`config.mk`:
```
export PLATFORM = sky130hd
export DESIGN_NAME = rgb_pwm_daylight_color_ramp
export DESIGN_NICKNAME = d
export VERILOG_FILES = /design/src/design/rgbramp_pkg.sv /design/src/design/rgbramp_serdiv.sv /design/src/design/rgbramp_ramp.sv /design/src/design/rgbramp_pwm.sv /design/src/design/rgb_pwm_daylight_color_ramp.sv
export SDC_FILE = /design/constraint.sdc
export NUM_CORES = 1
export LEC_CHECK = 0
export BUFFER_PORTS_ARGS = -buffer_cell sky130_fd_sc_hd__buf_2
export CAP_MARGIN = 20
export CORE_ASPECT_RATIO = 1.1
export CORE_MARGIN = 2
export CORE_UTILIZATION = 42
export DETAILED_ROUTE_END_ITERATION = 10
export HOLD_SLACK_MARGIN = 0.06
export SYNTH_ARGS = -nofsm -noshare
export SYNTH_HDL_FRONTEND = slang
export SYNTH_HIERARCHICAL = 1
export SYNTH_SLANG_ARGS = --single-unit
```
`constraint.sdc`:
```
create_clock -name clk -period 17.4 [get_ports clk]
set_clock_uncertainty 0.05 [all_clocks]
set_input_delay 3.48 -clock clk [delete_from_list [all_inputs] [get_ports clk]]
set_output_delay 3.48 -clock clk [all_outputs]
set_load 0.01 [all_outputs]
```
`src/design/rgbramp_pkg.sv`:
```
`timescale 1ns / 1ps

package rgbramp_pkg;

	// PWM frame and ramp constants
	localparam int PWM_STEPS   = 240;
	localparam int RAMP_EXTRA  = 40;
	localparam int PHASE_COUNT = 7;
	localparam int RAMP_GAIN   = 2 * PHASE_COUNT * (PWM_STEPS + RAMP_EXTRA);

	localparam int DUTY_W = 8;
	localparam int TIME_W = 17;   // config registers, seconds
	localparam int TOD_W  = 18;   // time of day in seconds, from the BCD digits

	// serial divider sizes
	localparam int DIV_NW = 27;   // dividend shift register
	localparam int DIV_RW = 18;   // remainder and divisor
	localparam int DIV_QW = 17;   // quotient shift register
	localparam int DIV_CW = 5;    // iteration count
	localparam int MOD_W  = 15;   // floor(T/7)+1 and b

	localparam logic [TIME_W-1:0] START_RST  = TIME_W'(25200);
	localparam logic [TIME_W-1:0] PERIOD_RST = TIME_W'(50400);

	// configuration register indexes
	localparam int CFG_IDX_W = 2;
	localparam logic [CFG_IDX_W-1:0] CFG_START  = CFG_IDX_W'(0);
	localparam logic [CFG_IDX_W-1:0] CFG_PERIOD = CFG_IDX_W'(1);

	typedef struct packed {
		logic       cmd;
		logic [1:0] hour_tens;
		logic [3:0] hour_ones;
		logic [2:0] minute_tens;
		logic [3:0] minute_ones;
		logic [2:0] second_tens;
		logic [3:0] second_ones;
	} in_beat_t;

	typedef struct packed {
		logic red_led;
		logic green_led;
		logic blue_led;
		logic clock_tick;
	} out_beat_t;

	typedef struct packed {
		logic [DUTY_W-1:0] red;
		logic [DUTY_W-1:0] green;
		logic [DUTY_W-1:0] blue;
	} duties_t;

	// levels are ordered red, green, blue from bit 0
	typedef struct packed {
		logic [2:0] lvl;
		logic [2:0] lvl_next;
		logic       wrap;
	} pwm_stat_t;

	typedef struct packed {
		logic              start;
		logic [DIV_NW-1:0] dividend;   // left aligned
		logic [DIV_RW-1:0] divisor;
		logic [DIV_CW-1:0] nbits;
	} div_req_t;

	typedef struct packed {
		logic              done;
		logic [DIV_QW-1:0] quo;
		logic [DIV_RW-1:0] rem;
	} div_rsp_t;

	typedef enum logic [2:0] {
		PH_RB_UP  = 3'd0,
		PH_R_B_DN = 3'd1,
		PH_R_G_UP = 3'd2,
		PH_G_R_DN = 3'd3,
		PH_G_B_UP = 3'd4,
		PH_B_G_DN = 3'd5,
		PH_B_DN   = 3'd6
	} phase_t;

endpackage

```
`src/design/rgbramp_serdiv.sv`:
```
`timescale 1ns / 1ps

// Restoring divider, one quotient bit per cycle
module rgbramp_serdiv (
	input  logic                  clk,
	input  logic                  arst_n,
	input  rgbramp_pkg::div_req_t req,
	output rgbramp_pkg::div_rsp_t rsp
);

	logic                             busy_q;
	logic                             done_q;
	logic [rgbramp_pkg::DIV_CW-1:0]   cnt_q;
	logic [rgbramp_pkg::DIV_NW-1:0]   num_q;
	logic [rgbramp_pkg::DIV_RW-1:0]   rem_q;
	logic [rgbramp_pkg::DIV_RW-1:0]   dvs_q;
	logic [rgbramp_pkg::DIV_QW-1:0]   quo_q;
	logic [rgbramp_pkg::DIV_RW:0]     trial;
	logic [rgbramp_pkg::DIV_RW:0]     diff;
	logic                             ge;
	logic [rgbramp_pkg::DIV_RW-1:0]   rem_nxt;

	// trial subtract of the divisor from the partial remainder
	always_comb begin
		trial   = {rem_q, num_q[rgbramp_pkg::DIV_NW-1]};
		diff    = trial - {1'b0, dvs_q};
		ge      = trial >= {1'b0, dvs_q};
		rem_nxt = ge ? diff[rgbramp_pkg::DIV_RW-1:0] : trial[rgbramp_pkg::DIV_RW-1:0];
	end

	// control
	always_ff @(posedge clk or negedge arst_n) begin
		if (!arst_n) begin
			busy_q <= 1'b0;
			done_q <= 1'b0;
			cnt_q  <= '0;
		end else begin
			done_q <= 1'b0;
			if (req.start) begin
				busy_q <= 1'b1;
				cnt_q  <= req.nbits;
			end else if (busy_q) begin
				cnt_q <= cnt_q - rgbramp_pkg::DIV_CW'(1);
				if (cnt_q == rgbramp_pkg::DIV_CW'(1)) begin
					busy_q <= 1'b0;
					done_q <= 1'b1;
				end
			end
		end
	end

	// datapath shift registers
	always_ff @(posedge clk) begin
		if (req.start) begin
			num_q <= req.dividend;
			dvs_q <= req.divisor;
			rem_q <= '0;
			quo_q <= '0;
		end else if (busy_q) begin
			num_q <= num_q << 1;
			rem_q <= rem_nxt;
			quo_q <= {quo_q[rgbramp_pkg::DIV_QW-2:0], ge};
		end
	end

	assign rsp.done = done_q;
	assign rsp.quo  = quo_q;
	assign rsp.rem  = rem_q;

endmodule

```
`src/design/rgbramp_ramp.sv`:
```
`timescale 1ns / 1ps

// Recompute sequencer: BCD time to seconds, phase and ramp level via serial divider
module rgbramp_ramp (
	input  logic                              clk,
	input  logic                              arst_n,
	input  logic                              start,
	input  rgbramp_pkg::in_beat_t             digits,
	input  logic [rgbramp_pkg::TIME_W-1:0]    start_secs,
	input  logic [rgbramp_pkg::TIME_W-1:0]    period_secs,
	output logic                              busy,
	output rgbramp_pkg::duties_t              duties
);

	typedef enum logic [7:0] {
		S_IDLE  = 8'b0000_0001,
		S_TOD   = 8'b0000_0010,
		S_SUB   = 8'b0000_0100,
		S_DIV7  = 8'b0000_1000,
		S_MOD   = 8'b0001_0000,
		S_PHASE = 8'b0010_0000,
		S_RAMP  = 8'b0100_0000,
		S_SPARE = 8'b1000_0000
	} state_t;

	state_t                               state_q;
	logic [2:0]                           step_q;
	rgbramp_pkg::in_beat_t                dig_q;
	logic [rgbramp_pkg::TIME_W-1:0]       strt_q;
	logic [rgbramp_pkg::TIME_W-1:0]       per_q;
	logic [rgbramp_pkg::TOD_W-1:0]        acc_q;
	logic [rgbramp_pkg::TIME_W-1:0]       s_q;
	logic [rgbramp_pkg::MOD_W-1:0]        b_q;
	logic [2:0]                           k_q;
	rgbramp_pkg::duties_t                 duty_q;
	rgbramp_pkg::div_req_t                req_q;
	rgbramp_pkg::div_rsp_t                rsp;

	logic [rgbramp_pkg::TOD_W-1:0]        acc_mul;
	logic [3:0]                           dig_sel;
	logic [rgbramp_pkg::TOD_W-1:0]        s_cur;
	logic                                 in_range;
	logic [rgbramp_pkg::MOD_W-1:0]        m_nxt;
	logic [rgbramp_pkg::TIME_W+2:0]       s7m1;
	logic [rgbramp_pkg::DIV_NW-1:0]       ramp_num;
	logic [rgbramp_pkg::DUTY_W-1:0]       up;
	logic [rgbramp_pkg::DUTY_W-1:0]       down;
	logic [rgbramp_pkg::DUTY_W-1:0]       full;
	rgbramp_pkg::duties_t                 duty_nxt;

	rgbramp_serdiv u_div (
		.clk    (clk),
		.arst_n (arst_n),
		.req    (req_q),
		.rsp    (rsp)
	);

	// Horner step: acc*10 or acc*6 plus the next digit
	always_comb begin
		if (step_q[0])
			acc_mul = (acc_q << 2) + (acc_q << 1);
		else
			acc_mul = (acc_q << 3) + (acc_q << 1);
		case (step_q)
			3'd0:    dig_sel = dig_q.hour_ones;
			3'd1:    dig_sel = {1'b0, dig_q.minute_tens};
			3'd2:    dig_sel = dig_q.minute_ones;
			3'd3:    dig_sel = {1'b0, dig_q.second_tens};
			default: dig_sel = dig_q.second_ones;
		endcase
	end

	// elapsed seconds, bright period check and divider operands
	always_comb begin
		s_cur    = (acc_q > rgbramp_pkg::TOD_W'(strt_q))
			? acc_q - rgbramp_pkg::TOD_W'(strt_q) : '0;
		in_range = (s_cur != '0) && (per_q != '0)
			&& (s_cur <= rgbramp_pkg::TOD_W'(per_q));
		m_nxt    = rsp.quo[rgbramp_pkg::MOD_W-1:0] + rgbramp_pkg::MOD_W'(1);
		s7m1     = ({3'b000, s_q} << 3)
			- {3'b000, s_q} - (rgbramp_pkg::TIME_W+3)'(1);
		ramp_num = rgbramp_pkg::DIV_NW'(b_q) * rgbramp_pkg::DIV_NW'(rgbramp_pkg::RAMP_GAIN)
			+ rgbramp_pkg::DIV_NW'(per_q);
	end

	// duty selection from phase and ramp level
	always_comb begin
		full = rgbramp_pkg::DUTY_W'(rgbramp_pkg::PWM_STEPS);
		up   = (rsp.quo > rgbramp_pkg::DIV_QW'(rgbramp_pkg::PWM_STEPS))
			? full : rsp.quo[rgbramp_pkg::DUTY_W-1:0];
		down = full - up;
		duty_nxt = '0;
		case (rgbramp_pkg::phase_t'(k_q))
			rgbramp_pkg::PH_RB_UP: begin
				duty_nxt.red  = up;
				duty_nxt.blue = up;
			end
			rgbramp_pkg::PH_R_B_DN: begin
				duty_nxt.red  = full;
				duty_nxt.blue = down;
			end
			rgbramp_pkg::PH_R_G_UP: begin
				duty_nxt.red   = full;
				duty_nxt.green = up;
			end
			rgbramp_pkg::PH_G_R_DN: begin
				duty_nxt.red   = down;
				duty_nxt.green = full;
			end
			rgbramp_pkg::PH_G_B_UP: begin
				duty_nxt.green = full;
				duty_nxt.blue  = up;
			end
			rgbramp_pkg::PH_B_G_DN: begin
				duty_nxt.green = down;
				duty_nxt.blue  = full;
			end
			default: begin
				duty_nxt.blue = down;
			end
		endcase
	end

	// sequencer
	always_ff @(posedge clk or negedge arst_n) begin
		if (!arst_n) begin
			state_q <= S_IDLE;
			step_q  <= '0;
			duty_q  <= '0;
			req_q   <= '0;
		end else begin
			req_q.start <= 1'b0;
			unique case (state_q)
				S_IDLE: begin
					if (start) begin
						step_q  <= '0;
						state_q <= S_TOD;
					end
				end
				S_TOD: begin
					step_q <= step_q + 3'd1;
					if (step_q == 3'd4)
						state_q <= S_SUB;
				end
				S_SUB: begin
					if (in_range) begin
						req_q.start    <= 1'b1;
						req_q.dividend <= rgbramp_pkg::DIV_NW'(per_q)
							<< (rgbramp_pkg::DIV_NW - rgbramp_pkg::TIME_W);
						req_q.divisor  <= rgbramp_pkg::DIV_RW'(rgbramp_pkg::PHASE_COUNT);
						req_q.nbits    <= rgbramp_pkg::DIV_CW'(rgbramp_pkg::TIME_W);
						state_q        <= S_DIV7;
					end else begin
						duty_q  <= '0;
						state_q <= S_IDLE;
					end
				end
				S_DIV7: begin
					if (rsp.done) begin
						req_q.start    <= 1'b1;
						req_q.dividend <= rgbramp_pkg::DIV_NW'(s_q)
							<< (rgbramp_pkg::DIV_NW - rgbramp_pkg::TIME_W);
						req_q.divisor  <= rgbramp_pkg::DIV_RW'(m_nxt);
						req_q.nbits    <= rgbramp_pkg::DIV_CW'(rgbramp_pkg::TIME_W);
						state_q        <= S_MOD;
					end
				end
				S_MOD: begin
					if (rsp.done) begin
						req_q.start    <= 1'b1;
						req_q.dividend <= rgbramp_pkg::DIV_NW'(s7m1)
							<< (rgbramp_pkg::DIV_NW - rgbramp_pkg::TIME_W - 3);
						req_q.divisor  <= rgbramp_pkg::DIV_RW'(per_q);
						req_q.nbits    <= rgbramp_pkg::DIV_CW'(rgbramp_pkg::TIME_W + 3);
						state_q        <= S_PHASE;
					end
				end
				S_PHASE: begin
					if (rsp.done) begin
						req_q.start    <= 1'b1;
						req_q.dividend <= ramp_num;
						req_q.divisor  <= {per_q, 1'b0};
						req_q.nbits    <= rgbramp_pkg::DIV_CW'(rgbramp_pkg::DIV_NW);
						state_q        <= S_RAMP;
					end
				end
				S_RAMP: begin
					if (rsp.done) begin
						duty_q  <= duty_nxt;
						state_q <= S_IDLE;
					end
				end
				default: begin
					state_q <= S_IDLE;
				end
			endcase
		end
	end

	// payload captured along the way
	always_ff @(posedge clk) begin
		if (state_q == S_IDLE && start) begin
			dig_q  <= digits;
			strt_q <= start_secs;
			per_q  <= period_secs;
			acc_q  <= rgbramp_pkg::TOD_W'(digits.hour_tens);
		end
		if (state_q == S_TOD)
			acc_q <= acc_mul + rgbramp_pkg::TOD_W'(dig_sel);
		if (state_q == S_SUB)
			s_q <= s_cur[rgbramp_pkg::TIME_W-1:0];
		if (state_q == S_MOD && rsp.done)
			b_q <= rsp.rem[rgbramp_pkg::MOD_W-1:0];
		if (state_q == S_PHASE && rsp.done)
			k_q <= rsp.quo[2:0];
	end

	assign busy   = (state_q != S_IDLE);
	assign duties = duty_q;

endmodule

```
`src/design/rgbramp_pwm.sv`:
```
`timescale 1ns / 1ps

// PWM frame counter and channel levels
module rgbramp_pwm (
	input  logic                   clk,
	input  logic                   arst_n,
	input  logic                   fire,
	input  rgbramp_pkg::duties_t   duties,
	output rgbramp_pkg::pwm_stat_t stat
);

	logic [rgbramp_pkg::DUTY_W-1:0] count_q;
	logic [2:0]                     lvl_q;
	logic                           wrap;
	logic [rgbramp_pkg::DUTY_W-1:0] cnt_eff;
	logic [2:0]                     lvl_on;
	logic [2:0]                     lvl_nxt;
	logic [2:0][rgbramp_pkg::DUTY_W-1:0] duty;

	// wrap turns on nonzero channels, then reached duties turn off
	always_comb begin
		duty    = {duties.blue, duties.green, duties.red};
		wrap    = count_q >= rgbramp_pkg::DUTY_W'(rgbramp_pkg::PWM_STEPS);
		cnt_eff = wrap ? '0 : count_q;
		for (int i = 0; i < 3; i++) begin
			lvl_on[i]  = lvl_q[i] | (wrap && duty[i] != '0);
			lvl_nxt[i] = lvl_on[i] & ~(cnt_eff >= duty[i]);
		end
	end

	always_ff @(posedge clk or negedge arst_n) begin
		if (!arst_n) begin
			count_q <= '0;
			lvl_q   <= '0;
		end else if (fire) begin
			count_q <= cnt_eff + rgbramp_pkg::DUTY_W'(1);
			lvl_q   <= lvl_nxt;
		end
	end

	assign stat.lvl      = lvl_q;
	assign stat.lvl_next = lvl_nxt;
	assign stat.wrap     = wrap;

endmodule

```
`src/design/rgb_pwm_daylight_color_ramp.sv`:
```
`timescale 1ns / 1ps

// Three-channel RGB PWM with a daylight color ramp. A tick beat (cmd 0) is
// taken and its result beat, the channel levels after the tick
// and the frame wrap flag, is in the output register on the next cycle. A
// recompute beat (cmd 1) returns its result beat at once (levels unchanged,
// clock_tick low) and then the block holds off input while it rebuilds the
// duties: five Horner steps turn the BCD time into seconds, then one shared
// restoring divider, one quotient bit per cycle, runs T/7, the ramp modulus,
// the phase and the ramp level (17 + 17 + 20 + 27 bit steps). When the time
// lies outside the bright period, the duties are cleared and the divider is
// not run. Configuration writes are always taken; a running recompute works
// on the register values it saw when it started.
module rgb_pwm_daylight_color_ramp (
	input  logic                                 clk,
	input  logic                                 arst_n,
	input  logic                                 in_valid,
	output logic                                 in_ready,
	input  rgbramp_pkg::in_beat_t                in_data,
	output logic                                 out_valid,
	input  logic                                 out_ready,
	output rgbramp_pkg::out_beat_t               out_data,
	input  logic                                 cfg_valid,
	output logic                                 cfg_ready,
	input  logic [rgbramp_pkg::CFG_IDX_W-1:0]    cfg_index,
	input  logic [rgbramp_pkg::TIME_W-1:0]       cfg_data
);

	logic [rgbramp_pkg::TIME_W-1:0] start_q;
	logic [rgbramp_pkg::TIME_W-1:0] period_q;
	logic                           out_valid_q;
	rgbramp_pkg::out_beat_t         out_q;
	logic                           accept;
	logic                           ramp_busy;
	rgbramp_pkg::duties_t           duties;
	rgbramp_pkg::pwm_stat_t         pstat;

	assign cfg_ready = 1'b1;
	assign in_ready  = !ramp_busy && (!out_valid_q || out_ready);
	assign accept    = in_valid && in_ready;

	rgbramp_ramp u_ramp (
		.clk         (clk),
		.arst_n      (arst_n),
		.start       (accept && in_data.cmd),
		.digits      (in_data),
		.start_secs  (start_q),
		.period_secs (period_q),
		.busy        (ramp_busy),
		.duties      (duties)
	);

	rgbramp_pwm u_pwm (
		.clk    (clk),
		.arst_n (arst_n),
		.fire   (accept && !in_data.cmd),
		.duties (duties),
		.stat   (pstat)
	);

	// configuration registers
	always_ff @(posedge clk or negedge arst_n) begin
		if (!arst_n) begin
			start_q  <= rgbramp_pkg::START_RST;
			period_q <= rgbramp_pkg::PERIOD_RST;
		end else if (cfg_valid && cfg_ready) begin
			unique case (cfg_index)
				rgbramp_pkg::CFG_START:  start_q  <= cfg_data;
				rgbramp_pkg::CFG_PERIOD: period_q <= cfg_data;
				default: ;
			endcase
		end
	end

	// output register
	always_ff @(posedge clk or negedge arst_n) begin
		if (!arst_n)
			out_valid_q <= 1'b0;
		else if (accept)
			out_valid_q <= 1'b1;
		else if (out_ready)
			out_valid_q <= 1'b0;
	end

	always_ff @(posedge clk) begin
		if (accept) begin
			if (in_data.cmd) begin
				out_q.red_led    <= pstat.lvl[0];
				out_q.green_led  <= pstat.lvl[1];
				out_q.blue_led   <= pstat.lvl[2];
				out_q.clock_tick <= 1'b0;
			end else begin
				out_q.red_led    <= pstat.lvl_next[0];
				out_q.green_led  <= pstat.lvl_next[1];
				out_q.blue_led   <= pstat.lvl_next[2];
				out_q.clock_tick <= pstat.wrap;
			end
		end
	end

	assign out_valid = out_valid_q;
	assign out_data  = out_q;

`ifndef NO_ASSERTIONS
	a_beat_out: assert property (@(posedge clk) disable iff (!arst_n)
		accept |=> out_valid)
		else $error("accepted beat left no result");

	a_recompute: assert property (@(posedge clk) disable iff (!arst_n)
		(accept && in_data.cmd) |=> (ramp_busy && !out_data.clock_tick))
		else $error("recompute did not start or flagged a tick");

	a_busy_hold: assert property (@(posedge clk) disable iff (!arst_n)
		ramp_busy |-> !in_ready)
		else $error("input taken during recompute");

	a_duty_max: assert property (@(posedge clk) disable iff (!arst_n)
		(duties.red <= rgbramp_pkg::DUTY_W'(rgbramp_pkg::PWM_STEPS))
		&& (duties.green <= rgbramp_pkg::DUTY_W'(rgbramp_pkg::PWM_STEPS))
		&& (duties.blue <= rgbramp_pkg::DUTY_W'(rgbramp_pkg::PWM_STEPS)))
		else $error("duty above frame length");
`endif

endmodule

```
## After elaboration in Yosys (flattened, before gate mapping)

Cells that the tools add are included.

| word-level totals | value |
|---|---|
| register bits | 328 |

| operators by class | value |
|---|---|
| mux-type cells | 42 |
| add/subtract/negate cells | 13 |
| magnitude comparators | 8 |
| bitwise operators | 9 |
| reduce and logical (&&, ||, !) cells | 40 |
| equal/unequal tests | 27 |
| multiply operators | 1 |

Operators with widths:

| cell | count |
|---|---|
| $mux W51 | 4 |
| $pmux W51 S4 | 1 |
| $mux W18 | 5 |
| $pmux W8 S3 | 3 |
| $mux W8 | 8 |
| $pmux W8 S7 | 1 |
| $mux W27 | 2 |
| $mux W24 | 2 |
| $pmux W24 S2 | 1 |
| $add A18 B18 Y18 | 2 |
| $add A27 B17 Y27 | 1 |
| $ge A8 B8 Y1 | 3 |
| $reduce_bool A8 Y1 | 3 |
| $mul A15 B8 Y23 const B | 1 |
| $sub A20 B1 Y20 const B | 1 |
| $sub A20 B17 Y20 | 1 |
| $ge A19 B18 Y1 | 1 |
| $add A18 B4 Y18 | 1 |
| $gt A18 B17 Y1 | 1 |
| $le A18 B17 Y1 | 1 |
| $reduce_bool A18 Y1 | 1 |
| $sub A18 B17 Y18 | 1 |
| $sub A18 B18 Y18 | 1 |
| $gt A17 B8 Y1 const B | 1 |
| other kinds (43) | 93 |

## Depth between registers and ports, before layout

Gate-level depths: netlist of run 1.

| depth | value |
|---|---|
| depth after elaboration | 8 |
| depth in mapped cells | 25 |

## Modules after synthesis

The synthesis of run 1 kept the hierarchy.

By module, submodules not included:

| module | area an instance (um^2) | cells an instance | instances | seq. area each (um^2) |
|---|---|---|---|---|
| rgbramp_ramp | 16025.4 | 1691 | 1 | 5256.3 |
| rgbramp_serdiv | 4571.9 | 422 | 1 | 2227.1 |
| rgb_pwm_daylight_color_ramp | 1547.7 | 90 | 1 | 1011.0 |
| rgbramp_pwm | 1241.2 | 157 | 1 | 275.3 |

## Worst setup path before layout of run 1

OpenSTA, ideal clock, no wires.

| timing path | value |
|---|---|
| path kind | input to output |
| start | input out_ready |
| end | output in_ready |
| buffers on the path | 0 |
| path slack | 10062 ps |
| arrival | 3808 ps |
| data required time | 13870 ps |
| cell stages on the path | 2 |
| cells stage by stage | nor2b_1 > nor2_1 |

| between the ends | value |
|---|---|
| word-level cells in the longest chain between the ends | 2 |

RTL lines:

| element | RTL line | RTL |
|---|---|---|
| start, declared | rgb_pwm_daylight_color_ramp.sv:21 | `input logic out_ready,` |
| $logic_or A1 B1 Y1 | rgb_pwm_daylight_color_ramp.sv:39 | `assign in_ready = !ramp_busy && (!out_valid_q \|\| out_ready);` |
| $logic_and A1 B1 Y1 | rgb_pwm_daylight_color_ramp.sv:39 |  |
| end, declared | rgb_pwm_daylight_color_ramp.sv:18 | `output logic in_ready,` |

Every way passes these cells.

## Final worst setup path of run 1

Ends and elaborated chain as after synthesis.

==> results of run 1 <==
==> flip-flops by register name, summed over array words and instances (netlist names), 15 cells and up <==
| register | cells |
|---|---|
| u_ramp/u_div/dvs_q | 18 |
| u_ramp/acc_q | 18 |
| u_ramp/per_q | 17 |
| u_ramp/strt_q | 17 |
| u_ramp/s_q | 17 |
| start_q | 17 |
| u_ramp/u_div/quo_q | 17 |
| u_ramp/u_div/rem_q | 18 |
| u_ramp/u_div/num_q | 27 |
| u_ramp/b_q | 15 |
| u_ramp/dig_q | 18 |
| period_q | 17 |
| u_ramp/duties | 24 |
| u_ramp/req_q | 50 |
==> area by class of cell <==
type | instances | area [sq um]
Fill cell | 5263 | 29390
Timing Repair Buffer | 67 | 400.4
Clock buffer | 50 | 1057
Sequential cell | 326 | 8771
Clock inverter | 18 | 246.5
Multi-Input combinational cell | 1703 | 13250
Tap cell | 736 | 920.9
Inverter | 242 | 908.4
==> final timing paths <==
kind,from,to,slack [ns],cells after the start
min in group asynchronous,arst_n,u_ramp/u_div/cnt_q[1],2.89,1
min reg2reg,start_q[16],u_ramp/strt_q[16],0.39,0
max reg2reg,u_ramp/acc_q[0],u_ramp/duties[4],11.10,21
max,out_ready,in_ready,9.78,4
min,start_q[16],u_ramp/strt_q[16],0.39,0
max in group asynchronous,arst_n,u_ramp/duties[9],13.00,2
==> cell families after synthesis <==
| family | synth area share, % |
|---|---|
| AND/OR/NAND/NOR | 13.71 |
| multiplexers | 6.099 |
| XOR/XNOR | 4.307 |
| other | 0.01604 |
| flip-flops | 37.50 |
| AO/OA/AOI/OAI | 16.67 |
| adder cells (fa/ha/maj) | 15.82 |
| buffers and inverters | 5.885 |
==> power by group <==
group | leakage, uW | total, uW | switching [uW] | internal (uW)
combinational | 0.00685 | 1150 | 687 | 463
clock | 0.000631 | 825 | 320 | 505
sequential | 0.00350 | 1050 | 105 | 945
==> routing by layer <==
| layer | track usage (%) | up-vias |
|---|---|---|
| met2 | 34.48 | 460 |
| li1 | - | 8633 |
| met1 | 26.56 | 8639 |
| met5 | 0 | - |
| met4 | 7.384 | 0 |
| met3 | 2.215 | 95 |
==> Yosys cell counts, types with 24 or more instances <==
cell type and n:
nand3_1 51, o21a_1 25, dfxtp_1 35, a21o_1 37
a21oi_1 140, nand2b_1 24, mux2_2 99, nor3_1 43
nand2_1 154, xor2_1 43, dfrtp_1 124, inv_1 239
mux2i_1 27, o21ai_0 87, nor2b_1 30, nor2_1 179
fa_1 56, clkbuf_1 50, xnor2_1 72, ha_1 206
edfxtp_1 154, a211oi_1 26
==> through the flow <==
step           utilization [%]  cells  instance area [sq um]
2_1_floorplan                -   2360                  23390
3_3_place_gp             44.08   3072                  24220
3_5_place_dp             44.08   3072                  24220
4_1_cts                  46.45   3140                  25530
5_1_grt                  46.51   3142                  25560
6_report                 46.51   3142                  25560
==> key figures, run 1 <==
Setup path
  • CP Capture Type: output pin
  • Sequence of cells on the critical path: buf_2, nor2b_1, nor2_1, buf_2
  • WP data required: 13.87 ns
  • Buffers & Inverters on Critical Path: 2
  • Critical path type: primary input to output pin
  • Critical Path Start Type: primary input
  • Most used cell, CP: buf_2
  • CP top delay family: simple AND/OR/NAND/NOR gates
  • Slowest stage delay, CP: 0.28 ns
  • Critical Path Fanout Max: 5
  • CP max-delay cell: nor2b_1
  • Critical Path AT: 4.09 ns

STA
  • Fin. Hold Viols: 0
  • Max Slew Vio Count: 0
  • Fin crit period: 7.621 ns
  • Worst hold slack: 0.3922 ns
  • Slew headroom: 29.56%
  • Worst-margin pin slew: 1.053 ns
  • RSZ-0062 raised after global routing: no
  • Final period util: 43.80%
  • Final WS setup: 9.779 ns
  • Fmax: 131.2 MHz
  • Setup TNS: 0 ns
  • Final setup fails: 0

Cells and area
  • Layout area overhead: 9.288%
  • Ant. Diodes: 0
  • Commonest non-fill, non-tap cell in the layout: inv_1
  • Nets@finish: 2,685
  • Share of layout cells above drive strength 1: 12.55%
  • Most frequent cells in the layout: inv_1 (238), ha_1 (206), nor2_1 (178)

CTS
  • Post-CTS Setup Inserts: 0
  • Clock Tree Buf Depth: 3
  • H-tree Lvls: 2
  • CTS Hold Buffers Added: 0
  • Clock Sinks: 326
  • Number of buffers created by CTS: 38
  • Clock tree root driver cell: clkbuf_16
  • Worst-Skew Late Latency: 0.55 ns
  • Post-cts resize count: 0
  • Clock-pin slew on the worst setup and hold paths: 0.06 ns
  • CTS tree: yes

Synthesis
  • Synthesized area: 0.02339 sq mm
  • Post-synth net total: 2,667
  • Synth Instances: 2,360
  • Post-synth ARST share: 42.02%
  • Top-area cell type share of the netlist area: 19.77%
  • Area leader, netlist: edfxtp_1
  • Yosys reg bits: 326
  • Yosys cell types: 115
  • Syn Area/Cell: 9.909 sq um
  • Main synth FF type: edfxtp_1
  • YS warnings: 6
  • Sequential fraction of the synthesis area: 37.50%
  • Synth top area cells: edfxtp_1 (20%), dfrtp_1 (13%), ha_1 (11%), fa_1 (4.8%), mux2_2 (4.8%)
  • Post-synth EDFFs: 154

Placed design
  • Hpwl dp: 43,260 um
  • GPL Wtd Cong: 0.8830
  • Place WS: 9.768 ns
  • # port buffers: 50

Outcome
  • Outcome: completed

Routing
  • Top routing layer in use: met4
  • Drt total wl: 58,070 um
  • Detail-routed net length per standard cell: 18.48 um
  • Via density: 5.674
  • Met2 WL post-DR: 27,900 um
  • Drt drc: 0
  • ANT nets after route: 0
  • Drt first pass iters: 6
  • Total number of vias: 17,830
  • Met1 wire length: 25,700 um
  • Met3 Wirelength: 2564 um
  • Starting DRT DRC Count: 1,227

Global routing
  • Vias in the first global route: 17,870
  • Largest net degree at the start of global routing: 85
  • GRT Total Usage: 20.21%
  • First-pass GRT wire length: 94,360 um
  • Antenna violations before repair: 0
  • Grt total ovfl: 0

Floorplanning
  • Die ar.: 0.05759 sq mm
  • CORE AREA: 0.05495 sq mm
  • Initial core utilization: 42.56%
  • Rows: 90
  • Die Y: 251.5 um
  • I/O Pins: 52
  • Die extent in x: 229.0 um

Pwr
  • Total power: 3026 uW
  • Power density over the cells: 118.4 mW/mm^2
  • Static Leak: 0.01099 uW
  • Peak VDD IR: 0.06798 mV

Worst hold path
  • Worst min path class: flip-flop to flip-flop

Job
  • Max-cap viol count: 0
No activity file was read; power rests on OpenSTA's default activity.
==> run 2: changes to the inputs <==
Clock period 17.4 ns to 7.8 ns, I/O delays scaled along.
==> run 2 against run 1 <==
Against the previous run: sequential power increased by 120%; clock power rose by 110%; sequential share of layout area increased by 0.12 points; critical path depth is 18 higher; die area stayed put; cell area shrank 0.35%; core utilization is 0.16 points lower; highest routed layer unchanged.
==> key figures, run 2 (synthesized netlist as in run 1, its figures left out) <==
Outcome
  • Outcome: completed

Cells and area
  • Fin area: 0.02547 sq mm (-0.35%)
  • Seq. cell area: 0.008771 sq mm (unchanged)
  • Ant. Diodes: 0 (unchanged)
  • Area of the multi-input gates: 0.01325 sq mm (unchanged)
  • Biggest regs: u_ramp/req_q: 50 flops, u_ramp/u_div/num_q: 27 flops, u_ramp/duties: 24 flops
  • Share of layout cells above drive strength 1: 12.46% (-0.088 points)
  • Largest Register: u_ramp/req_q
  • Commonest non-fill, non-tap cell in the layout: inv_1
  • Nets@finish: 2,686 (+0.037%)
  • Most frequent cells in the layout: inv_1 (238), ha_1 (206), nor2_1 (178)
  • Layout area overhead: 8.903%
  • Max reg flops: 50 (unchanged)
  • Fillcell total: 5,279 (+0.30%)

Routing
  • Via density: 5.675 (about the same)
  • Drt drc: 0 (unchanged)
  • Drt first pass iters: 9 (+3)
  • Drt total wl: 58,660 um (+1.0%)
  • Total number of vias: 17,840 (+0.056%)
  • Detail-routed net length per standard cell: 18.66 um (+0.97%)
  • ANT nets after route: 0 (unchanged)
  • Starting DRT DRC Count: 1,308 (+6.6%)

Global routing
  • Antenna violations before repair: 0 (unchanged)
  • Grt total ovfl: 0 (unchanged)
  • Largest net degree at the start of global routing: 76 (-11%)
  • GRT Total Usage: 20.33% (+0.13 points)
  • Vias in the first global route: 17,670 (-1.1%)
  • First-pass GRT wire length: 94,610 um (+0.26%)

STA
  • RSZ-0062 raised after global routing: no
  • Fmax: 164.2 MHz
  • Max Slew Vio Count: 0 (unchanged)
  • Slew headroom: 31.28% (+1.7 points)
  • Fin crit period: 6.089 ns
  • Final setup fails: 0 (unchanged)
  • Setup TNS: 0 ns (unchanged)
  • Worst-margin pin slew: 1.027 ns (-0.02569 ns)
  • Final WS setup: 1.711 ns (-8.068 ns)
  • Final period util: 78.07%
  • Fin. Hold Viols: 0 (unchanged)

Floorplanning
  • I/O Pins: 52 (unchanged)
  • CORE AREA: 0.05495 sq mm (unchanged)
  • Die extent in x: 229.0 um (unchanged)
  • Die ar.: 0.05759 sq mm (unchanged)
  • Rows: 90 (unchanged)
  • Die Y: 251.5 um (unchanged)
  • Initial core utilization: 42.56% (unchanged)

CTS
  • Clock-pin slew on the worst setup and hold paths: 0.06 ns (about the same)
  • Worst-Skew Late Latency: 0.57 ns (+0.02 ns)
  • H-tree Lvls: 2 (unchanged)
  • Post-CTS Setup Inserts: 0 (unchanged)
  • Number of buffers created by CTS: 37 (-2.6%)
  • Clock Sinks: 326 (unchanged)
  • Post-cts resize count: 0 (unchanged)
  • Clock Tree Buf Depth: 3 (unchanged)
  • CTS tree: yes
  • CTS Hold Buffers Added: 0 (unchanged)
  • Clock tree root driver cell: clkbuf_16

Setup path
  • Sequence of cells on the critical path: inv_1, fa_1, inv_1, fa_1, inv_1, fa_1, fa_1, inv_1, ha_1, a21oi_1, nor2_1, a211o_1, nand2_1, xnor2_1, ha_1, nand3_1, o31ai_1, and2_1, nand2_1, xnor2_1, a222oi_1, a221oi_1
  • Crit. Startpoint: u_ramp/b_q[1]
  • Critical Path Fanout Max: 6 (+1)
  • Critical path type: flip-flop to flip-flop
  • CP max-delay cell: fa_1
  • CP top delay family: adder cells
  • Buffers & Inverters on Critical Path: 4 (+2)
  • Critical Path AT: 6.44 ns (+2.35 ns)
  • CP Capture Type: flip-flop
  • Critical R2R Launch: u_ramp/b_q[1]
  • Slowest stage delay, CP: 0.56 ns (+0.28 ns)
  • R2R depth: 22 (+4.8%)
  • Critical Path Start Type: flip-flop
  • WP data required: 8.15 ns (-5.72 ns)
  • R2r setup slk: 1.71 ns (-9.39 ns)
  • R2R Path End: u_ramp/req_q[44]

Worst hold path
  • Worst min path class: flip-flop to flip-flop
  • Worst Min Path Start: period_q[4]
  • Hold path depth: 0 (unchanged)
  • Hold EP: u_ramp/per_q[4]

Pwr
  • Static Leak: 0.01095 uW (-0.29%)
  • Total power: 6663 uW (+120%)
  • Power density over the cells: 261.6 mW/mm^2 (+120%)
  • Peak VDD IR: 0.1743 mV (+160%)

Placed design
  • GPL Wtd Cong: 0.8952 (+1.4%)
  • Place WS: 1.800 ns (-7.969 ns)
  • # port buffers: 50 (unchanged)
  • Hpwl dp: 43,650 um (+0.90%)
  • Placed inst area: 0.02425 sq mm (+0.12%)

Job
  • Max-cap viol count: 0 (unchanged)
[run 2: per-layer routing]
layer	vias to the layer above	share of wire, %	track usage (%)
met1	8689	45	27.16
met4	0	2.8	6.549
met5	-	0	0
met2	443	48	34.49
met3	108	4.3	2.340
li1	8597	-	-
[run 2: area by class of cell]
class                   count  area share [%]
flip-flops and latches    326           34.44
clock inverters            14          0.6190
multi-input cells        1703           52.04
inverters                 242           3.567
repair buffers             69           1.567
clock buffers              53           4.151
well taps                 736           3.616
[run 2: through the flow]
stage | std cells | utilization [%] | hold WS (ns)
final | 3143 | 46.35 | 0.3873
after global routing | 3143 | 46.35 | 0.4091
after detailed placement | 3076 | 44.13 | 0.3812
after global placement | 3076 | 44.13 | 0.3777
after floorplan | 2360 | - | 0.3694
after CTS | 3143 | 46.35 | 0.3908
[run 2: how the worst max path moves through the flow]
stage / end / slack (ns) / depth (start not counted)
2_1_floorplan: u_ramp/req_q[42] / 2.26 / 23
3_3_place_gp: u_ramp/req_q[42] / 1.90 / 23
3_5_place_dp: u_ramp/req_q[44] / 1.80 / 22
4_1_cts: u_ramp/req_q[46] / 1.75 / 22
5_1_grt: u_ramp/req_q[42] / 1.29 / 24
6_report: u_ramp/req_q[44] / 1.71 / 22
[run 2: where the power goes]
part	internal, uW	switching [uW]	total [uW]
sequential	2110	237	2340
combinational	1030	1540	2570
clock	1020	728	1750
total	4160	2510	6660
